--- src/design/cpm_pkg.sv ---
// Shared types, constants and register codes of the three-point colormap unit.
`default_nettype none

package cpm_pkg;

    localparam int VALUE_WIDTH_DEF = 32;
    localparam int FRAC_W          = 16;
    localparam int CH_W            = 8;
    localparam int COLOR_W         = 3 * CH_W;
    localparam int PROD_W          = CH_W + FRAC_W;

    localparam logic [FRAC_W:0]   FRAC_ONE   = (FRAC_W + 1)'(1) << FRAC_W;
    localparam logic [PROD_W:0]   ROUND_HALF = (PROD_W + 1)'(1) << (FRAC_W - 1);

    localparam logic [63:0]        RST_LOW_VALUE  = 64'd0;
    localparam logic [63:0]        RST_MID_VALUE  = 64'd32768;
    localparam logic [63:0]        RST_HIGH_VALUE = 64'd65536;
    localparam logic [COLOR_W-1:0] RST_LOW_COLOR  = 24'h0000FF;
    localparam logic [COLOR_W-1:0] RST_MID_COLOR  = 24'h00FF00;
    localparam logic [COLOR_W-1:0] RST_HIGH_COLOR = 24'hFF0000;

    typedef enum logic [2:0] {
        REG_LOW_VALUE  = 3'd0,
        REG_MID_VALUE  = 3'd1,
        REG_HIGH_VALUE = 3'd2,
        REG_LOW_COLOR  = 3'd3,
        REG_MID_COLOR  = 3'd4,
        REG_HIGH_COLOR = 3'd5
    } t_reg_idx;

    typedef struct packed {
        logic [COLOR_W-1:0] low;
        logic [COLOR_W-1:0] mid;
        logic [COLOR_W-1:0] high;
    } t_colors;

    // Control that travels with one sample down the pipeline.
    typedef struct packed {
        logic valid;
        logic range_err;
        logic lower;
        logic force_zero;
        logic force_one;
    } t_seg_ctrl;

endpackage

`default_nettype wire

--- src/design/cpm_blend.sv ---
// Blend stage: final factor, per-channel products, and rounded channel sums.
`default_nettype none

module cpm_blend (
    input  wire logic                        i_clk,
    input  wire logic                        i_rst_n,
    input  wire logic                        i_en,
    input  wire cpm_pkg::t_seg_ctrl          i_ctrl,
    input  wire logic [cpm_pkg::FRAC_W-1:0]  i_quot,
    input  wire cpm_pkg::t_colors            i_colors,
    output logic                             o_valid,
    output logic                             o_range_err,
    output logic      [cpm_pkg::COLOR_W-1:0] o_rgb
);

    localparam int CW = cpm_pkg::CH_W;
    localparam int PW = cpm_pkg::PROD_W;

    logic [cpm_pkg::FRAC_W:0]   w_frac, w_inv;
    logic [cpm_pkg::COLOR_W-1:0] w_ca, w_cb;
    logic                       r_valid, r_err;
    logic [PW-1:0]              r_pa [0:2];
    logic [PW-1:0]              r_pb [0:2];

    always_comb begin
        if (i_ctrl.force_zero) begin
            w_frac = '0;
        end else if (i_ctrl.force_one) begin
            w_frac = cpm_pkg::FRAC_ONE;
        end else begin
            w_frac = {1'b0, i_quot};
        end
    end

    assign w_inv = cpm_pkg::FRAC_ONE - w_frac;
    assign w_ca  = i_ctrl.lower ? i_colors.low : i_colors.mid;
    assign w_cb  = i_ctrl.lower ? i_colors.mid : i_colors.high;

    always_ff @(posedge i_clk) begin
        if (!i_rst_n) begin
            r_valid <= 1'b0;
        end else if (i_en) begin
            r_valid <= i_ctrl.valid;
        end
    end

    always_ff @(posedge i_clk) begin
        if (i_en) begin
            r_err <= i_ctrl.range_err;
        end
    end

    // Lane 0 is blue, lane 1 green, lane 2 red, as in the packed color.
    for (genvar c = 0; c < 3; c++) begin : g_lane
        logic [PW:0] w_pa, w_pb, w_sum;

        assign w_pa = (PW + 1)'(w_ca[c*CW +: CW]) * (PW + 1)'(w_inv);
        assign w_pb = (PW + 1)'(w_cb[c*CW +: CW]) * (PW + 1)'(w_frac);

        always_ff @(posedge i_clk) begin
            if (i_en) begin
                r_pa[c] <= w_pa[PW-1:0];
                r_pb[c] <= w_pb[PW-1:0];
            end
        end

        assign w_sum = {1'b0, r_pa[c]} + {1'b0, r_pb[c]} + cpm_pkg::ROUND_HALF;
        assign o_rgb[c*CW +: CW] = r_err ? '0 : w_sum[PW-1:cpm_pkg::FRAC_W];
    end

    assign o_valid     = r_valid;
    assign o_range_err = r_err;

endmodule

`default_nettype wire

--- config.mk ---
export PLATFORM = sky130hd
export DESIGN_NAME = cpm_blend
export DESIGN_NICKNAME = d
export VERILOG_FILES = /design/src/design/cpm_pkg.sv /design/src/design/cpm_blend.sv
export SDC_FILE = /design/constraint.sdc
export NUM_CORES = 2
export LEC_CHECK = 0
export ABC_AREA = 1
export BUFFER_PORTS_ARGS = -buffer_cell sky130_fd_sc_hd__buf_2
export CORE_MARGIN = 2
export CORE_UTILIZATION = 40
export CTS_CLUSTER_DIAMETER = 60
export DETAILED_ROUTE_END_ITERATION = 8
export HOLD_SLACK_MARGIN = 0.06
export SLEW_MARGIN = 20
export SYNTH_ARGS = -nofsm -noshare
export SYNTH_HDL_FRONTEND = slang
export SYNTH_SLANG_ARGS = --single-unit
--- constraint.sdc ---
create_clock -name i_clk -period 23.1 [get_ports i_clk]
set_clock_uncertainty 0.2 [all_clocks]
set_input_delay 6.93 -clock i_clk [delete_from_list [all_inputs] [get_ports i_clk]]
set_output_delay 6.93 -clock i_clk [all_outputs]
set_load 0.005 [all_outputs]
==> results.md <==
- CP max stage cell: clkinv_1
- WL/cell: 18.4 um
- Detail Route Antenna Nets: 0
- CTS Hold Bufs: 0
- Setup bufs post-CTS: 0
- Critical Path Max Stage Delay: 0.70 ns
- Syn Nets: 5584
- Number of global-route vias before repair: 30300
- Count of final setup violators: 0
- CP dominant cell by count: nand2_1
- # nets final: 5657
- H-tree Lvls: 4
- VDD IR max: 0.103 mV
- DRT Pass-1 Iters: 6
- Synth Instances: 4566
- Count of cell types in the netlist: 44
- Max frequency: 74.1 MHz
- Synth Cell Area: 34900 um^2
- Fill count: 8897
- Die width: 299 um
- Worst-path fanout max: 19
- Chip Height: 299 um
- Core Rows: 108
- Post-DP HPWL: 87.7 mm
- P_leak: 19.0 nW
- Total die area: 89600 um^2
- Worst Tran Pin Value: 1.13 ns
- Final hold vios: 0
- Sequential cell area: 4370 um^2
- Cell taking the most area after synthesis: fa_1
- Io pins: 122
- Cts repair resizes: 0
- Final slew viol count: 0
- Final WL: 107 mm
- CTS sink count: 146
- HP Class: reg2reg
- Sequential area share after synthesis: 12.5%
- RSZ-0062 raised after global routing: no
- Outcome: finished, final reports clean
- Synth Register Bits: 146
- Top-area cell type share of the netlist area: 30.6%
- CTS tree: built
- CTS Buf Count: 17
- Synth Warn #: 0
- Pwr Density: 120 nW/um^2
- Initial antenna violation count: 9
- Crit path launch type: input pin
- Largest net degree at the start of global routing: 91
- Final Critical Period: 13.49 ns
- Global route overflow: 0
- Port bufs: 121
- Maximum root-to-sink buffer count: 2
- Critical path class: in2reg
- Global Route Usage Sum: 24.3%
- CP Capture Type: flip-flop
- Max-cap violations: 0
- DR iter-0 viols: 2197
- Drt drc: 0
- Clock root buffer: clkbuf_16
- CP arrival: 13.55 ns
- Max_slew headroom: 24.0%
- Core box area: 86600 um^2
- Avg Cell Area, Syn: 7.64 um^2
- Multi-input logic area: 26800 um^2
- Share of cells above drive strength 1: 5.50%
- Synth top area cells: fa_1 31%, ha_1 14%, edfxtp_1 12%
- Placer Congestion: 0.948
- Area growth syn-to-layout: 7.39%
- Fin util: 43.3%
- DR vias: 29700
- Clock Latency Late Sink: 0.49 ns
- First-pass GRT wire length: 169 mm
- Setup TNS: 0 ns
- Period utilization: 58.4%
- Initial Util: 40.3%
- WP data required: 23.15 ns
- Vias/cell: 5.12
- Clk slew on worst S/H paths: 0.07 ns
## metrics by stage
stage	instance area, um^2	std cells	total power [mW]	setup slack [ns]	hold WS [ns]
final	37500	5809	4.49	9.61	0.340
after global routing	37500	5808	5.02	9.13	0.383
after floorplan	34900	4566	3.16	10.66	0.325
after detailed placement	36900	5775	4.18	9.11	0.336
after CTS	37500	5807	4.50	9.65	0.348
after global placement	36900	5775	4.19	9.23	0.331
## cell type report
cell class / instances / share of cell area [%]
Multi-Input combinational cell: 3440 / 71.6
Tap cell: 1155 / 3.86
Sequential cell: 146 / 11.7
Clock buffer: 18 / 1.15
Antenna cell: 2 / 0.0134
Timing Repair Buffer: 175 / 2.71
Clock inverter: 14 / 0.377
Inverter: 859 / 8.60
## state kept, by name, indices dropped and copies added, names as in the netlist
register	cells
o_valid	1
o_range_err	1
r_pa	72
r_pb	72
## cells in the final DEF (no fill, tap or decap), drive strengths merged
cell / n
bufinv: 1
a21boi: 7
a21o: 9
nand3: 138
xor2: 78
edfxtp: 145
o211ai: 3
ha: 388
a31oi: 10
nor4: 1
buf: 175
inv: 865
clkinv: 4
nor3b: 4
o21a: 16
fa: 534
nor3: 37
xnor2: 45
mux2i: 4
a21oi: 208
and2: 1
nand4: 32
or2: 3
clkbuf: 18
dfxtp: 1
and3: 1
o21ai: 180
nand3b: 4
nor2: 792
o31ai: 2
nand2: 929
diode: 2
o21bai: 14
clkinvlp: 3
## metal layers
| layer | vias to the layer above | wire, um | track usage (%) |
|---|---|---|---|
| li1 | 14200 | - | - |
| met1 | 14400 | 46200 | 32.3 |
| met2 | 945 | 48700 | 39.5 |
| met3 | 201 | 7320 | 4.41 |
| met4 | 12 | 4350 | 9.35 |
| met5 | - | 69 | 0 |
## kinds of logic (layout without fill, tap and decap cells)
logic type,Yosys count,after routing,synth area share [%]
adders and majority gates,922,922,44.5
other,0,2,0
AOI/OAI and AO/OA,449,449,6.94
xor gates and xnor gates,123,123,3.13
and+or+nand+nor,1942,1942,22.1
muxes,4,4,0.115
buffers and inverters,980,1066,10.6
DFF,146,146,12.5
## Yosys cell counts (all sizes together)
library cell  number
buf               29
a21o               9
clkbuf            92
mux2i              4
clkinv             2
o21bai            14
and3               1
xnor2             45
nor3              37
edfxtp           145
ha               388
nand3b             4
nor2             792
nor4               1
o211ai             3
and2               1
nand2            929
o21a              16
nand4             32
a21oi            208
o31ai              2
dfxtp              1
or2                3
a31oi             10
xor2              78
nand3            138
fa               534
a21boi             7
nor3b              4
o21ai            180
inv              857
## critical path: cells and delay by family
kind | cells | cell delay [ns]
AO/OA/AOI/OAI | 1 | 0.28
AND/OR/NAND/NOR | 15 | 1.83
adder cells (fa/ha/maj) | 6 | 2.82
buffers and inverters | 8 | 1.68
## worst paths after layout
path	slack (ns)	from	to	cells past startpoint
setup / recovery	9.61	i_ctrl[0]	r_pa[0][19]	30
hold / removal	0.34	o_valid	o_valid	2
hold reg to reg	0.34	o_valid	o_valid	2
setup reg to reg	22.26	o_valid	o_valid	2
## where the power goes
group          internal [mW]  leakage [nW]  switching, mW
registers              0.510          1.41         0.0559
clock network          0.151         0.273          0.137
logic                   1.31          17.4           2.32
Note: power is estimated with default switching activity, not from simulation.
