File: config.mk
export PLATFORM = sky130hd
export DESIGN_NAME = cpm_div_step
export DESIGN_NICKNAME = d
export VERILOG_FILES = /design/src/design/cpm_pkg.sv /design/src/design/cpm_div_step.sv
export SDC_FILE = /design/constraint.sdc
export NUM_CORES = 1
export LEC_CHECK = 0
export BUFFER_PORTS_ARGS = -buffer_cell sky130_fd_sc_hd__buf_2
export CORE_AREA = 2 2 102 104
export DETAILED_ROUTE_END_ITERATION = 6
export DIE_AREA = 0 0 104 106
export HOLD_SLACK_MARGIN = 0.02
export PLACE_DENSITY = 0.84
export REMOVE_ABC_BUFFERS = 1
export SYNTH_ARGS = -nofsm -noshare
export SYNTH_HDL_FRONTEND = slang
export SYNTH_SLANG_ARGS = --single-unit
File: constraint.sdc
create_clock -name i_clk -period 3.7 [get_ports i_clk]
set_clock_uncertainty 0.15 [all_clocks]
set_input_delay 0.74 -clock i_clk [delete_from_list [all_inputs] [get_ports i_clk]]
set_output_delay 0.74 -clock i_clk [all_outputs]
set_load 0.03 [all_outputs]
File: src/design/cpm_pkg.sv
// Shared types, constants and register codes of the three-point colormap unit.
`default_nettype none

package cpm_pkg;

    localparam int VALUE_WIDTH_DEF = 32;
    localparam int FRAC_W          = 16;
    localparam int CH_W            = 8;
    localparam int COLOR_W         = 3 * CH_W;
    localparam int PROD_W          = CH_W + FRAC_W;

    localparam logic [FRAC_W:0]   FRAC_ONE   = (FRAC_W + 1)'(1) << FRAC_W;
    localparam logic [PROD_W:0]   ROUND_HALF = (PROD_W + 1)'(1) << (FRAC_W - 1);

    localparam logic [63:0]        RST_LOW_VALUE  = 64'd0;
    localparam logic [63:0]        RST_MID_VALUE  = 64'd32768;
    localparam logic [63:0]        RST_HIGH_VALUE = 64'd65536;
    localparam logic [COLOR_W-1:0] RST_LOW_COLOR  = 24'h0000FF;
    localparam logic [COLOR_W-1:0] RST_MID_COLOR  = 24'h00FF00;
    localparam logic [COLOR_W-1:0] RST_HIGH_COLOR = 24'hFF0000;

    typedef enum logic [2:0] {
        REG_LOW_VALUE  = 3'd0,
        REG_MID_VALUE  = 3'd1,
        REG_HIGH_VALUE = 3'd2,
        REG_LOW_COLOR  = 3'd3,
        REG_MID_COLOR  = 3'd4,
        REG_HIGH_COLOR = 3'd5
    } t_reg_idx;

    typedef struct packed {
        logic [COLOR_W-1:0] low;
        logic [COLOR_W-1:0] mid;
        logic [COLOR_W-1:0] high;
    } t_colors;

    // Control that travels with one sample down the pipeline.
    typedef struct packed {
        logic valid;
        logic range_err;
        logic lower;
        logic force_zero;
        logic force_one;
    } t_seg_ctrl;

endpackage

`default_nettype wire

File: src/design/cpm_div_step.sv
// One restoring-division stage: produces one quotient bit of the blend factor.
`default_nettype none

module cpm_div_step #(
    parameter int VALUE_WIDTH = cpm_pkg::VALUE_WIDTH_DEF
) (
    input  wire logic                        i_clk,
    input  wire logic                        i_rst_n,
    input  wire logic                        i_en,
    input  wire cpm_pkg::t_seg_ctrl          i_ctrl,
    input  wire logic [VALUE_WIDTH-1:0]      i_rem,
    input  wire logic [VALUE_WIDTH-1:0]      i_width,
    input  wire logic [cpm_pkg::FRAC_W-1:0]  i_quot,
    output cpm_pkg::t_seg_ctrl               o_ctrl,
    output logic      [VALUE_WIDTH-1:0]      o_rem,
    output logic      [VALUE_WIDTH-1:0]      o_width,
    output logic      [cpm_pkg::FRAC_W-1:0]  o_quot
);

    logic [VALUE_WIDTH:0]           w_shift, w_diff;
    logic                           w_ge;
    cpm_pkg::t_seg_ctrl             r_ctrl;
    logic [VALUE_WIDTH-1:0]         r_rem, r_width;
    logic [cpm_pkg::FRAC_W-1:0]     r_quot;

    // The shifted remainder is one bit wider so its top bit is never lost.
    assign w_shift = {i_rem, 1'b0};
    assign w_diff  = w_shift - {1'b0, i_width};
    assign w_ge    = (w_shift >= {1'b0, i_width});

    always_ff @(posedge i_clk) begin
        if (!i_rst_n) begin
            r_ctrl <= '0;
        end else if (i_en) begin
            r_ctrl <= i_ctrl;
        end
    end

    always_ff @(posedge i_clk) begin
        if (i_en) begin
            r_rem   <= w_ge ? w_diff[VALUE_WIDTH-1:0] : w_shift[VALUE_WIDTH-1:0];
            r_width <= i_width;
            r_quot  <= {i_quot[cpm_pkg::FRAC_W-2:0], w_ge};
        end
    end

    assign o_ctrl  = r_ctrl;
    assign o_rem   = r_rem;
    assign o_width = r_width;
    assign o_quot  = r_quot;

endmodule

`default_nettype wire

==> qor.txt, run 1 <==
CP peak stage delay: 410 ps
Crit. End Element: flip-flop
f_max: 304.3 MHz
Slowest cell on crit path: o31ai_1
Root Buffer: clkbuf_8
Worst VDD drop: 0.2180 mV
wirelength, routed: 10810 um
Slew @ Worst Pin: 1073 ps
fin crit period: 3286 ps
Synth async-reset ratio: 0%
synthesized flop and latch total: 85
DRC violations left: 0
die height: 106 um
vias per cell: 5.218
Iter 0 DRT Violations: 117
number of global-route vias before repair: 3904
Setup violations, final: 0
postcts setup bufs: 0
Max transition margin: 28.46%
main flop type after synthesis: edfxtp_1
Post-synth EDFFs: 80
Finished Core Util: 62.83%
DR pass1 iterations: 4
area share of the largest cell type after synthesis: 48.47%
Clock transition at path regs: 80 ps
Fill cells: 826
final hold violations: 0
Tot GR Track Use: 19.82%
largest net degree at the start of global routing: 86
reg2reg path depth: 2
synth top area cells: edfxtp_1 48%, ha_1 8.1%, mux2_4 6.4%
RSZ-0062 raised after global routing: false
CP Data Required Time: 3660 ps
post-synthesis cell type count: 56
hold crit path type: flip-flop to flip-flop
sequential cell area fraction in the yosys report: 50.49%
standard-cell rows: 37
die area: 11020 um^2
total CTS buffers: 9
CP Cell Sequence: buf_2 > ha_1 > and2b_1 > o31ai_1 > o2bb2ai_2 > buf_4 > o31a_1 > o21ai_0 > a221oi_1 > xnor2_1 > mux2_4
Worst Path Max Fanout: 5
Clock Path Buffers: 2
commonest non-fill, non-tap cell in the layout: buf_2
reg2reg end: o_ctrl[1]$_SDFFE_PN0P_
I/O Buffers: 171
post_cts resized: 0
placed wire-length estimate: 8548 um
Final WS setup: 413.8 ps
MaxCap Viol Count: 0
Layout Cells excl Fill: 748
status: complete, no violations
GPL Wtd Cong: 0.8955
# diodes: 0
CP Class: input pin to flip-flop
period utilization: 88.82%
Yosys Warn Count: 0
placed insts: 732
gr ovfl total: 0
Leakage: 2.950 nW
Max Slew Vio Count: 0
setup_tns: 0 ps
Mean Syn Cell Area: 11.94 um^2
vias: 3903
final antenna-violating net count: 0
Core Box Area: 10000 um^2
pwr dens: 432.0 nW/um^2
layout cells sized above 1: 39.38%
CTS Hold Bufs: 0
area growth from synthesis to layout: 26.76%
first-pass GRT wire length: 17510 um
Crit. Startpoint: i_rem[1]
Hold EP: o_ctrl[0]$_SDFFE_PN0P_
H-tree depth: 3
Cell Area, Synth: 4956 um^2
Worst-Skew Late Latency: 350 ps
die width: 104 um
initial antenna violation count: 0
Worst R2R Start: o_ctrl[1]$_SDFFE_PN0P_
Final Net Count: 728
R2R Setup Slk: 2940 ps
Routed wire per std cell: 14.46 um
top-level I/O count: 173
CTS tree: done
Worst setup SP type: input pin
Gate Count Post-Synth: 415
clk sinks: 85
area leader, netlist: edfxtp_1
Arr. time, crit path: 3250 ps
Starting Density: 49.56%
hold path startpoint: o_ctrl[0]$_SDFFE_PN0P_
DP Worst Slack: 59.26 ps
Tot Pwr: 2.714 mW
commonest non-fill, non-tap cells in the layout: 170 x buf_2, 80 x edfxtp_1, 46 x inv_1, 32 x ha_1, 31 x a21oi_1
hold path cells: 2
## flip-flops by register name, summed over array words and instances (netlist names)
register	count
o_ctrl	5
o_rem	32
o_quot	16
o_width	32
## cells in the mapped netlist, types with 3 or more instances
library cell	n
o211a_1	3
nand4_1	8
buf_6	3
mux2i_1	7
buf_2	7
a21o_1	10
nand3_1	6
o21ai_0	13
o31ai_1	3
a21oi_1	31
nor3_1	4
xnor2_1	19
mux2_1	4
edfxtp_1	80
xor2_1	8
mux2_4	21
and4_1	3
mux2_2	3
nor2_1	20
o21bai_1	7
o21a_1	5
ha_1	32
dfxtp_1	5
nor2b_1	8
nand2_1	20
inv_1	46
## power breakdown
part	leakage (nW)	switching (mW)	internal [mW]
combinational	2.04	0.522	0.357
sequential	0.824	0.0241	1.18
clock	0.0907	0.371	0.260
total	2.95	0.917	1.80
## metal layers
metal  up-vias  routed length (um)  global-route usage (%)
met5         -                   0                       0
met4         0                 200                   8.494
met3        18                 736                   5.334
met2       145                5523                   35.39
met1      1830                4353                   22.37
li1       1910                   -                       -
## cells by family (layout without fill, tap and decap cells)
logic type,count (synthesis),after routing,synth area share (%)
xor+xnor,27,27,4.772
buf+inv,57,254,4.948
flops,85,85,50.49
mux,35,35,9.366
simple gates,82,82,8.382
compound gates,96,96,13.56
fa+ha+maj,33,33,8.483
## layout make-up
cell class / count / area (um^2) / area share (%)
Multi-Input combinational cell: 273 / 2208 / 35.15
Sequential cell: 85 / 2502 / 39.83
Clock inverter: 7 / 63.81 / 1.016
Timing Repair Buffer: 192 / 1041 / 16.57
Inverter: 46 / 172.7 / 2.748
Clock buffer: 9 / 123.9 / 1.972
Tap cell: 136 / 170.2 / 2.709
## how the worst max path moves through the flow
stage | endpoint | slack (ps)
5_1_grt | o_rem[30]$_DFFE_PP_ | 270
3_3_place_gp | o_rem[26]$_DFFE_PP_ | 120
6_report | o_rem[20]$_DFFE_PP_ | 410
4_1_cts | o_rem[30]$_DFFE_PP_ | 460
3_5_place_dp | o_rem[26]$_DFFE_PP_ | 60
2_1_floorplan | o_rem[2]$_DFFE_PP_ | -90
## through the flow
step	cell area (um^2)	hold slack [ps]
finish	6282	375.3
global route	6282	370.1
CTS	6282	371.6
detailed placement	6095	353.8
global placement	6095	341.8
floorplan	4883	490.4
## worst max-delay path, delay by kind of cell
kind / cells / cell delay (ps)
compound gates: 5 / 1300
simple gates: 1 / 200
buf+inv: 2 / 290
fa+ha+maj: 1 / 350
xor+xnor: 1 / 110
mux: 1 / 260
No activity file was read; power rests on OpenSTA's default activity.
==> run 2: changes to the inputs <==
--- a/config.mk
+++ b/config.mk
@@ -6,11 +6,11 @@
 export NUM_CORES = 1
 export LEC_CHECK = 0
 export BUFFER_PORTS_ARGS = -buffer_cell sky130_fd_sc_hd__buf_2
-export CORE_AREA = 2 2 102 104
+export CORE_AREA = 2 2 122 124
 export DETAILED_ROUTE_END_ITERATION = 6
-export DIE_AREA = 0 0 104 106
+export DIE_AREA = 0 0 124 126
 export HOLD_SLACK_MARGIN = 0.02
-export PLACE_DENSITY = 0.84
+export PLACE_DENSITY = 0.63
 export REMOVE_ABC_BUFFERS = 1
 export SYNTH_ARGS = -nofsm -noshare
 export SYNTH_HDL_FRONTEND = slang
==> qor.txt, run 2 (synthesized netlist as in run 1, its figures left out) <==
total CTS buffers: 9 (unchanged)
I/O Buffers: 171 (unchanged)
standard-cell rows: 44 (+19%)
placed wire-length estimate: 8919 um (+4.3%)
GPL Wtd Cong: 0.8627 (-3.7%)
RSZ-0062 raised after global routing: false
layout cells sized above 1: 39.58% (+0.20 points)
Sw Ratio: 31.35% (-2.4 points)
CP Data Required Time: 3650 ps (about the same)
Arr. time, crit path: 3200 ps (-50 ps)
postcts setup bufs: 0 (unchanged)
vias: 3868 (-0.90%)
gr ovfl total: 0 (unchanged)
Worst setup SP type: input pin
Core Box Area: 14310 um^2 (+43%)
pwr dens: 466.5 nW/um^2 (+8.0%)
Slowest cell on crit path: fa_1
commonest non-fill, non-tap cells in the layout: 170 x buf_2, 80 x edfxtp_1, 46 x inv_1, 32 x ha_1, 31 x a21oi_1
Clock transition at path regs: 70 ps (about the same)
Tot Pwr: 3.022 mW (+11%)
met1 Resource Use GR: 18.24% (-4.1 points)
final hold violations: 0 (unchanged)
DRC violations left: 0 (unchanged)
Worst VDD drop: 0.1968 mV (-9.7%)
# diodes: 0 (unchanged)
area growth from synthesis to layout: 30.70%
Switch Pwr: 0.9472 mW (+3.3%)
wirelength, routed: 11380 um (+5.3%)
die height: 126 um (+19%)
Routed wire per std cell: 14.26 um (-1.3%)
Worst Path Max Fanout: 4 (-1)
Root Buffer: clkbuf_16
die width: 124 um (+19%)
tightest hold margin: 377.7 ps (+2.383 ps)
Final Net Count: 730 (+0.27%)
CP peak stage delay: 450 ps (+40 ps)
CTS Hold Bufs: 0 (unchanged)
status: complete, no violations
Max transition margin: 25.85% (-2.6 points)
number of global-route vias before repair: 3806 (-2.5%)
Worst-Skew Late Latency: 350 ps (about the same)
Iter 0 DRT Violations: 179 (+53%)
routing usage on met3: 5.118% (-0.22 points)
period utilization: 87.64% (-1.2 points)
largest net degree at the start of global routing: 86 (unchanged)
initial antenna violation count: 0 (unchanged)
Max Slew Vio Count: 0 (unchanged)
clk sinks: 85 (unchanged)
placed insts: 782 (+6.8%)
Finished Core Util: 45.25% (-18 points)
setup_tns: 0 ps (unchanged)
Fill cells: 1401 (+70%)
Leakage: 3.013 nW (+2.1%)
Setup violations, final: 0 (unchanged)
combinational share of power: 29.2% (-3.2 points)
f_max: 308.4 MHz (+1.3%)
post_cts resized: 0 (unchanged)
hold crit path type: flip-flop to flip-flop
Tot GR Track Use: 14.86% (-5.0 points)
first-pass GRT wire length: 18040 um (+3.0%)
Crit. End Element: flip-flop
fin crit period: 3243 ps (-43.55 ps)
CTS tree: done
final antenna-violating net count: 0 (unchanged)
Clock Path Buffers: 2 (unchanged)
Top Usage Layer GRT: met2
Flop pwr share: 39.8% (-4.6 points)
top-level I/O count: 173 (unchanged)
clock power share: 30.9% (+7.6 points)
met2 Use GR: 24.53% (-11 points)
H-tree depth: 3 (unchanged)
CP Cell Sequence: buf_2 > inv_1 > fa_1 > and2b_1 > o31ai_1 > o2bb2ai_2 > buf_4 > o31a_1 > o21ai_0 > a221oi_1 > xnor2_1 > mux2_4
MaxCap Viol Count: 0 (unchanged)
Starting Density: 34.62% (-15 points)
vias per cell: 4.847 (-7.1%)
CP Class: input pin to flip-flop
DR pass1 iterations: 7 (+3)
Slew @ Worst Pin: 1112 ps (+39.12 ps)
die area: 15620 um^2 (+42%)
commonest non-fill, non-tap cell in the layout: buf_2
Int Pwr: 2.074 mW (+15%)
Layout Cells excl Fill: 798 (+6.7%)
-- run 2: cell count changes in the layout (fill, tap and decap cells not counted), sizes merged --
cell / previous run / this run
bufinv: 0 / 1
inv: 51 / 49
buf: 192 / 194
clkinv: 0 / 1
-- run 2: final cells by class --
cell class | instances | area [um^2] | share of cell area [%]
Multi-Input combinational cell | 273 | 2208 | 34.09
Sequential cell | 85 | 2502 | 38.63
Timing Repair Buffer | 194 | 1056 | 16.30
Clock inverter | 7 | 82.58 | 1.275
Clock buffer | 9 | 225.2 | 3.477
Inverter | 46 | 172.7 | 2.666
Tap cell | 184 | 230.2 | 3.554
-- run 2: power groups by stage --
stage | logic, mW | registers, mW | clock network (mW)
after floorplan | 0.385 | 1.44 | 0
after global placement | 0.878 | 1.22 | 0
after detailed placement | 0.888 | 1.23 | 0
after CTS | 0.892 | 1.21 | 0.966
after global routing | 0.958 | 1.22 | 0.996
final | 0.883 | 1.20 | 0.935
-- run 2: worst paths after layout --
| path | slack, ps | depth (start not counted) | start | to |
|---|---|---|---|---|
| setup / recovery | 460 | 12 | i_rem[0] | o_rem[20]$_DFFE_PP_ |
| hold / removal | 380 | 2 | o_ctrl[1]$_SDFFE_PN0P_ | o_ctrl[1]$_SDFFE_PN0P_ |
| setup reg to reg | 2930 | 2 | o_ctrl[2]$_SDFFE_PN0P_ | o_ctrl[2]$_SDFFE_PN0P_ |
| hold reg to reg | 380 | 2 | o_ctrl[1]$_SDFFE_PN0P_ | o_ctrl[1]$_SDFFE_PN0P_ |
-- run 2: critical path, delay by kind of cell --
kind	cells	cell delay, ps
and+or+nand+nor	1	230
muxes	1	260
buffers and inverters	3	320
adders and majority gates	1	450
AOI/OAI and AO/OA	5	1040
xor gates and xnor gates	1	160
-- run 2: metal layers --
metal  share of wire, %  wire (um)
met5                  0          0
met4                1.5        169
met3                8.3        942
met2                 48       5518
met1                 42       4753
-- run 2: metrics by stage --
| step | worst slack [ps] | area [um^2] |
|---|---|---|
| 5_1_grt | 281.1 | 6477 |
| 2_1_floorplan | -90.22 | 4883 |
| 3_5_place_dp | 106.9 | 6170 |
| 6_report | 457.3 | 6477 |
| 4_1_cts | 479.1 | 6477 |
| 3_3_place_gp | 125.1 | 6170 |
