$ cat config.mk
export PLATFORM = sky130hd
export DESIGN_NAME = cpm_cfg_regs
export DESIGN_NICKNAME = d
export VERILOG_FILES = /design/src/design/cpm_pkg.sv /design/src/design/cpm_cfg_regs.sv
export SDC_FILE = /design/constraint.sdc
export NUM_CORES = 1
export LEC_CHECK = 0
export BUFFER_PORTS_ARGS = -buffer_cell sky130_fd_sc_hd__buf_2
export CAP_MARGIN = 10
export CORE_UTILIZATION = 45
export CTS_CLUSTER_SIZE = 40
export DETAILED_ROUTE_END_ITERATION = 10
export PLACE_DENSITY = 0.71
export SLEW_MARGIN = 20
export SYNTH_ARGS = -nofsm -noshare
export SYNTH_HDL_FRONTEND = slang
export SYNTH_SLANG_ARGS = --single-unit
export TNS_END_PERCENT = 5
$ cat constraint.sdc
create_clock -name i_clk -period 1.82 [get_ports i_clk]
set_input_delay 0.273 -clock i_clk [delete_from_list [all_inputs] [get_ports i_clk]]
set_output_delay 0.273 -clock i_clk [all_outputs]
set_load 0.005 [all_outputs]
$ cat src/design/cpm_pkg.sv
// Shared types, constants and register codes of the three-point colormap unit.
`default_nettype none

package cpm_pkg;

    localparam int VALUE_WIDTH_DEF = 32;
    localparam int FRAC_W          = 16;
    localparam int CH_W            = 8;
    localparam int COLOR_W         = 3 * CH_W;
    localparam int PROD_W          = CH_W + FRAC_W;

    localparam logic [FRAC_W:0]   FRAC_ONE   = (FRAC_W + 1)'(1) << FRAC_W;
    localparam logic [PROD_W:0]   ROUND_HALF = (PROD_W + 1)'(1) << (FRAC_W - 1);

    localparam logic [63:0]        RST_LOW_VALUE  = 64'd0;
    localparam logic [63:0]        RST_MID_VALUE  = 64'd32768;
    localparam logic [63:0]        RST_HIGH_VALUE = 64'd65536;
    localparam logic [COLOR_W-1:0] RST_LOW_COLOR  = 24'h0000FF;
    localparam logic [COLOR_W-1:0] RST_MID_COLOR  = 24'h00FF00;
    localparam logic [COLOR_W-1:0] RST_HIGH_COLOR = 24'hFF0000;

    typedef enum logic [2:0] {
        REG_LOW_VALUE  = 3'd0,
        REG_MID_VALUE  = 3'd1,
        REG_HIGH_VALUE = 3'd2,
        REG_LOW_COLOR  = 3'd3,
        REG_MID_COLOR  = 3'd4,
        REG_HIGH_COLOR = 3'd5
    } t_reg_idx;

    typedef struct packed {
        logic [COLOR_W-1:0] low;
        logic [COLOR_W-1:0] mid;
        logic [COLOR_W-1:0] high;
    } t_colors;

    // Control that travels with one sample down the pipeline.
    typedef struct packed {
        logic valid;
        logic range_err;
        logic lower;
        logic force_zero;
        logic force_one;
    } t_seg_ctrl;

endpackage

`default_nettype wire

$ cat src/design/cpm_cfg_regs.sv
// Configuration register file of the three-point colormap unit, APB-style access.
`default_nettype none

module cpm_cfg_regs #(
    parameter int VALUE_WIDTH = cpm_pkg::VALUE_WIDTH_DEF,
    parameter int PDATA_W     = 32,
    parameter int ADDR_W      = 5
) (
    input  wire logic                   i_clk,
    input  wire logic                   i_rst_n,
    input  wire logic                   i_psel,
    input  wire logic                   i_penable,
    input  wire logic                   i_pwrite,
    input  wire logic [ADDR_W-1:0]      i_paddr,
    input  wire logic [PDATA_W-1:0]     i_pwdata,
    output logic      [PDATA_W-1:0]     o_prdata,
    output logic      [VALUE_WIDTH-1:0] o_low_value,
    output logic      [VALUE_WIDTH-1:0] o_mid_value,
    output logic      [VALUE_WIDTH-1:0] o_high_value,
    output cpm_pkg::t_colors            o_colors
);

    logic [VALUE_WIDTH-1:0] r_low_value, r_mid_value, r_high_value;
    cpm_pkg::t_colors       r_colors;
    cpm_pkg::t_reg_idx      w_idx;
    logic                   w_wr;

    // The register index sits in the three address bits above the word offset.
    assign w_idx = cpm_pkg::t_reg_idx'(i_paddr[ADDR_W-1:ADDR_W-3]);
    assign w_wr  = i_psel & i_penable & i_pwrite;

    always_ff @(posedge i_clk) begin
        if (!i_rst_n) begin
            r_low_value    <= VALUE_WIDTH'(cpm_pkg::RST_LOW_VALUE);
            r_mid_value    <= VALUE_WIDTH'(cpm_pkg::RST_MID_VALUE);
            r_high_value   <= VALUE_WIDTH'(cpm_pkg::RST_HIGH_VALUE);
            r_colors.low   <= cpm_pkg::RST_LOW_COLOR;
            r_colors.mid   <= cpm_pkg::RST_MID_COLOR;
            r_colors.high  <= cpm_pkg::RST_HIGH_COLOR;
        end else if (w_wr) begin
            case (w_idx)
                cpm_pkg::REG_LOW_VALUE:  r_low_value   <= i_pwdata[VALUE_WIDTH-1:0];
                cpm_pkg::REG_MID_VALUE:  r_mid_value   <= i_pwdata[VALUE_WIDTH-1:0];
                cpm_pkg::REG_HIGH_VALUE: r_high_value  <= i_pwdata[VALUE_WIDTH-1:0];
                cpm_pkg::REG_LOW_COLOR:  r_colors.low  <= i_pwdata[cpm_pkg::COLOR_W-1:0];
                cpm_pkg::REG_MID_COLOR:  r_colors.mid  <= i_pwdata[cpm_pkg::COLOR_W-1:0];
                cpm_pkg::REG_HIGH_COLOR: r_colors.high <= i_pwdata[cpm_pkg::COLOR_W-1:0];
                default: ;
            endcase
        end
    end

    always_comb begin
        case (w_idx)
            cpm_pkg::REG_LOW_VALUE:  o_prdata = PDATA_W'(r_low_value);
            cpm_pkg::REG_MID_VALUE:  o_prdata = PDATA_W'(r_mid_value);
            cpm_pkg::REG_HIGH_VALUE: o_prdata = PDATA_W'(r_high_value);
            cpm_pkg::REG_LOW_COLOR:  o_prdata = PDATA_W'(r_colors.low);
            cpm_pkg::REG_MID_COLOR:  o_prdata = PDATA_W'(r_colors.mid);
            cpm_pkg::REG_HIGH_COLOR: o_prdata = PDATA_W'(r_colors.high);
            default:                 o_prdata = '0;
        endcase
    end

    assign o_low_value  = r_low_value;
    assign o_mid_value  = r_mid_value;
    assign o_high_value = r_high_value;
    assign o_colors     = r_colors;

endmodule

`default_nettype wire

==> results.yml, run 1 <==
clock_tree:
  clockRootBuffer: "clkbuf_16"
  clk_path_buf_depth: 2
  clk_pin_slew_ns: 0.06
  clk_latency_ns: 0.41
  cts_made_buffers: 17
  cts_sinks: 168
  cts_tree: "built"
  postCtsSetupBuffers: 0
  htreeDepth: 4
place:
  placed_area_um2: 9308
  place_ws_ns: -0.05433
  dp.cells: 1230
  gp_congestion: 0.8022
  io_buffer_count: 239
  dpl.hpwl_mm: 16.15
floorplan:
  die_area_um2: 17530
  fp-row-count: 47
  boundaryPins: 242
  die_h_um: 132.4
  die_x_um: 132.4
  initial_utilization_pct: 46.14
  fp.coreArea_um2: 16580
yosys:
  synth_ff_type: "dfxtp_1"
  yosys_warnings: 0
  netlist_top_cells_area: "dfxtp_1 44%, mux2i_1 22%, nand2_1 8.5%"
  synthesis.instances: 793
  synthDominantCellAreaShare_pct: 43.95
  syn-cell-area_um2: 7652
  ys_seq_area_share_pct: 43.95
  yosysMostFrequentCell: "nand2_1"
  yosys-top-cells-count: "174 x nand2_1, 168 x dfxtp_1, 166 x mux2i_1, 37 x clkbuf_1, 37 x mux2_2"
  ys_ff_latch: 168
  syn_nets: 835
  synth_area_leader_cell: "dfxtp_1"
  avgSynthCellArea_um2: 9.650
  async_reset_ff_share_pct: 0
  synth-edff-count: 0
  ys_types: 31
sta:
  finalWorstSetupSlack_ns: 0.02225
  setup_tns_ns: 0
  fin_crit_sh_pct: 98.78
  worst_pin_slew_ns: 0.3601
  fmax_mhz: 556.3
  finClkSkew_ns: 0
  rsz0062_at_grt: "yes"
  hold_ws_ns: 0.1379
  maxSlewViolCount: 0
  period_needed_ns: 1.798
  setup_viol_count_final: 0
  hold_viol: 0
  relSlewSlack_pct: 75.94
power:
  vdd_drop_max_uv: 628.0
  cellLeakagePower_nw: 4.383
  power_density_nw_per_um2: 804.6
  finalPower_mw: 8.017
critical_path:
  rr_startpoint: "o_colors[37]"
  r2r_cells: 2
  crit_path_end_kind: "output port"
  worstReg2RegEnd: "o_colors[37]"
  cp.required_ns: 1.55
  start_kind: "input port"
  cp_max_fo: 16
  worstSetupPathType: "in -> out"
  rrSetupSlack_ns: 1.10
  crit_arrival_ns: 1.52
drt:
  routedWlPerCell_um: 18.30
  final_antenna_net_count: 0
  vias: 6812
  drt_iter0_drc: 462
  drc_errors: 0
  via_per_inst: 5.398
  wl_mm: 23.10
  drtPass1Iterations: 5
grt:
  antenna_found_initial: 1
  track_usage_pct: 25.94
  grt_max_degree: 72
  overflow: 0
  grt_first_pass_wirelength_mm: 35.31
  first_global_vias: 6318
final_layout:
  nets: 1071
  area_growth_pct: 30.22
  fin_cells: 1262
  final_area_um2: 9965
  utilization_pct: 60.09
  drive_gt1_share_pct: 35.41
  antenna_cells: 0
worst_hold_path:
  min_to: "o_colors[17]"
  hold_path_class: "in -> reg"
  min_from: "i_pwdata[17]"
  hold_depth: 3
outcome:
  outcome: "complete, no violations"
run:
  max_cap_violations: 0
-- cells by family after synthesis --
family | count (synthesis) | synth area share, %
DFF | 168 | 43.95
and+or+nand+nor | 206 | 11.48
buffers and inverters | 96 | 6.099
muxes | 203 | 27.16
AOI/OAI and AO/OA | 120 | 11.31
-- area by class of cell --
cell class | count | area [µm²]
fill | 1436 | 6619
tap | 220 | 275.3
timing repair buffer | 284 | 1745
sequential | 168 | 3363
multi-input combinational | 529 | 3879
inverter | 29 | 108.9
clock inverter | 10 | 118.9
clock buffer | 22 | 474.2
-- registers in the layout, summed over array words and instances, names as in the netlist --
signal	flops
o_colors	72
o_high_value	32
o_low_value	32
o_mid_value	32
-- placed cells by master (no fill, tap or decap), types with 3 or more instances in the layout --
cell and count:
o22a_1 3, nor2_4 5, buf_12 15, buf_6 3, clkinvlp_4 3, dfxtp_1 168
clkbuf_16 17, a2bb2oi_1 8, o311ai_0 16, mux2i_1 166, a221oi_2 5, a32oi_1 6
a221o_1 5, mux2_2 37, a21oi_1 10, buf_2 237, buf_4 27, o32ai_1 4
a221oi_1 5, nand2_1 174, o211ai_1 8, nor2b_1 7, nand2b_1 3, o21ai_0 33
a22oi_1 16, inv_1 28, nor2_1 9, clkbuf_8 3
-- metal layers --
metal,up-vias,track usage (%),routed length [µm]
li1,3273,-,-
met1,3257,34.30,10320
met2,252,41.55,10840
met3,28,6.574,1572
met4,2,7.854,347
met5,-,0,13
-- repair_timing --
action                     CTS  global route
resized for setup            1            13
hold buffers                 0             0
pin swaps                    0             1
setup endpoints to repair    5            14
-- worst max-delay path by stage --
| stage | endpoint | slack (ns) | from | depth (start not counted) |
|---|---|---|---|---|
| after floorplan | o_prdata[9] | 0.24 | i_paddr[3] | 5 |
| final | o_prdata[4] | 0.02 | i_paddr[4] | 6 |
| after global routing | o_prdata[0] | -0.01 | o_high_value[0] | 4 |
| after detailed placement | o_prdata[17] | -0.05 | i_paddr[3] | 6 |
| after CTS | o_prdata[13] | 0.003 | i_paddr[3] | 6 |
| after global placement | o_prdata[17] | -0.04 | i_paddr[3] | 6 |
-- where the power goes --
part	leakage (nW)	switching (mW)	internal, mW
registers	1.36	0.0246	3.71
clock network	0.283	1.48	2.14
logic	2.74	0.394	0.271
-- critical path, cell delays in order --
cell and delay, ns:
buf_2 0.18, buf_12 0.18, nand2b_1 0.30, o32ai_1 0.15, a221o_1 0.30, buf_2 0.13
Power figures use the tool's default switching activity.
==> run 2: changes to the inputs <==
--- a/config.mk
+++ b/config.mk
@@ -5,12 +5,14 @@
 export SDC_FILE = /design/constraint.sdc
 export NUM_CORES = 1
 export LEC_CHECK = 0
+export ABC_AREA = 1
 export BUFFER_PORTS_ARGS = -buffer_cell sky130_fd_sc_hd__buf_2
 export CAP_MARGIN = 10
 export CORE_UTILIZATION = 45
 export CTS_CLUSTER_SIZE = 40
 export DETAILED_ROUTE_END_ITERATION = 10
-export PLACE_DENSITY = 0.71
+export GPL_TIMING_DRIVEN = 0
+export PLACE_DENSITY = 0.7
 export SLEW_MARGIN = 20
 export SYNTH_ARGS = -nofsm -noshare
 export SYNTH_HDL_FRONTEND = slang
==> run 2 against run 1 <==
The run now ends with setup timing left. Critical path type unchanged. Clock skew is the same. Sequential cell count is the same. Wire length grew 39%. Global-route usage grew 9.2 points. Clock power grew 9.4%. Clock-buffer cell count is the same. Synthesized cell count grew 60%. Highest routed layer is now met4. Worst setup slack lost 0.044 ns.
==> results.yml, run 2 <==
sta:
  hold_ws_ns: 0.06399
  period_needed_ns: 1.842
  maxSlewViolCount: 0
  finClkSkew_ns: 0
  worst_pin_slew_ns: 0.6959
  relSlewSlack_pct: 53.43
  fmax_mhz: 542.8
  hold_viol: 0
  setup_viol_count_final: 1
  rsz0062_at_grt: "yes"
  fin_crit_sh_pct: 101.2
  finalWorstSetupSlack_ns: -0.02220
final_layout:
  largest_register_ff_count: 72
  nets: 1572
  drive_gt1_share_pct: 22.63
  final_area_um2: 10240
  final_common_cell: "nand2_1"
  final_cell_mix: "336 x nand2_1, 328 x nor2_1, 277 x buf_2"
  antenna_cells: 0
  area_growth_pct: 28.24
critical_path:
  critPathSlowestCell: "nor2_4"
  crit_arrival_ns: 1.57
  cpPeakStageDelay_ns: 0.25
  worstSetupPathType: "in -> out"
  crit_path_end_kind: "output port"
  cp.required_ns: 1.55
  cp_max_fo: 10
  cpMostUsedCell: "nand2_1"
  start_kind: "input port"
  cp_cell_sequence: "buf_2 -> inv_2 -> nand2_1 -> nor2_4 -> buf_4 -> nand2_1 -> nand2_1 -> inv_1 -> nand2_1 -> buf_2"
yosys:
  yosys_warnings: 0
  synthesis.instances: 1269
  synth_area_leader_cell: "dfxtp_1"
  ys_types: 14
  netlist_top_cells_area: "dfxtp_1 42%, nand2_1 16%, nor2_1 16%"
  ys_seq_area_share_pct: 42.12
  ys_ff_latch: 168
  async_reset_ff_share_pct: 0
  synthDominantCellAreaShare_pct: 42.12
  yosysMostFrequentCell: "nand2_1"
  yosys-top-cells-count: "336 x nand2_1, 332 x nor2_1, 195 x nand3_1, 168 x dfxtp_1, 59 x inv_1"
  synth_ff_type: "dfxtp_1"
  avgSynthCellArea_um2: 6.292
  syn-cell-area_um2: 7985
  syn_nets: 1311
  synth-edff-count: 0
grt:
  grt_max_degree: 17
  overflow: 0
  grt_first_pass_wirelength_mm: 47.41
  track_usage_pct: 35.17
  first_global_vias: 8451
  antenna_found_initial: 0
floorplan:
  die_area_um2: 18280
  die_h_um: 135.2
  fp-row-count: 48
  fp.coreArea_um2: 17300
  die_x_um: 135.2
  boundaryPins: 242
  initial_utilization_pct: 46.17
drt:
  wl_met1_mm: 13.01
  dr.max_layer_used: "met4"
  drt_iter0_drc: 940
  final_antenna_net_count: 0
  via_per_inst: 5.436
  routedWlPerCell_um: 18.17
  met3_length_mm: 3.287
  drc_errors: 0
  vias: 9606
  dr_wl_met2_mm: 14.19
  drtPass1Iterations: 6
  wl_mm: 32.11
power:
  power_density_nw_per_um2: 837.2
  vdd_drop_max_uv: 731.7
  cellLeakagePower_nw: 5.323
place:
  place_ws_ns: -0.2627
  placed_area_um2: 9448
  gp_congestion: 0.9931
  io_buffer_count: 236
  dpl.hpwl_mm: 23.99
clock_tree:
  htreeDepth: 4
  clk_path_buf_depth: 2
  cts_hold_buf: 0
  clk_pin_slew_ns: 0.06
  cts_tree: "built"
  cts_sinks: 168
  clk_latency_ns: 0.43
  clockRootBuffer: "clkbuf_16"
  cts_made_buffers: 17
outcome:
  violations: "setup timing"
  outcome: "complete, but fails checks"
worst_hold_path:
  hold_path_class: "in -> reg"
run:
  max_cap_violations: 0
[run 2: cell count changes after synthesis, sizes merged, moves of 11 or more]
cell	previous run	this run
inv	28	61
a22oi	16	0
clkbuf	37	26
buf	30	68
nand3	0	196
nand2	174	336
mux2	37	0
mux2i	166	0
nand4	1	49
o21ai	33	10
nor2	15	337
o311ai	16	0
[run 2: metal layers]
| metal | up-vias | global-route usage, % |
|---|---|---|
| li1 | 4546 | - |
| met1 | 4372 | 46.30 |
| met2 | 587 | 54.33 |
| met3 | 101 | 6.285 |
| met4 | 0 | 19.66 |
| met5 | - | 0 |
[run 2: final cells by class]
| cell class | count | area (µm²) |
|---|---|---|
| Clock buffer | 22 | 454.2 |
| Buffer | 94 | 511.7 |
| Inverter | 61 | 231.5 |
| Multi-Input combinational cell | 946 | 3999 |
| Clock inverter | 9 | 172.7 |
| Timing Repair Buffer | 242 | 1226 |
| Tap cell | 225 | 281.5 |
| Sequential cell | 168 | 3363 |
| Fill cell | 1756 | 7057 |
[run 2: path summary, 6_finish.rpt]
check,slack [ns],startpoint,cells past startpoint,to
hold / removal,0.06,i_pwdata[22],3,o_colors[22]
hold reg to reg,0.48,o_colors[52],2,o_colors[52]
setup / recovery,-0.02,i_paddr[3],10,o_prdata[20]
setup reg to reg,1.14,o_colors[65],2,o_colors[65]
[run 2: timing repair]
| item | 4_1_cts | 5_1_grt |
|---|---|---|
| gates resized for setup | 28 | 27 |
| buffers inserted | 0 | 6 |
| setup endpoints to repair | 32 | 31 |
| pin swaps | 0 | 2 |
| gates cloned | 0 | 0 |
[run 2: worst max-delay path, delay by kind of cell]
family / cells / cell delay, ns
buf+inv: 5 / 0.70
simple gates: 5 / 0.60
[run 2: cell families (layout without fill, tap and decap cells)]
kind of cell / Yosys count / after routing / share of synthesized area (%)
buffers and inverters: 155 / 428 / 8.148
AO/OA/AOI/OAI: 28 / 28 / 1.755
AND/OR/NAND/NOR: 918 / 918 / 47.98
flip-flops: 168 / 168 / 42.12
[run 2: power breakdown]
part	internal (mW)	switching [mW]	leakage [nW]
clock	2.46	1.50	0.304
combinational	0.257	0.590	3.66
sequential	3.72	0.0438	1.36
total	6.44	2.13	5.32
[run 2: metrics by stage]
| step | TNS [ns] | total power [mW] | std cells | util, % |
|---|---|---|---|---|
| 2_1_floorplan | 0 | 4.284 | 1269 | - |
| 3_3_place_gp | -9.307 | 4.625 | 1730 | 54.62 |
| 3_5_place_dp | -9.967 | 4.633 | 1730 | 54.62 |
| 4_1_cts | -0.1037 | 8.524 | 1761 | 58.65 |
| 5_1_grt | -0.1688 | 8.780 | 1767 | 59.20 |
| 6_report | -0.02220 | 8.572 | 1767 | 59.20 |
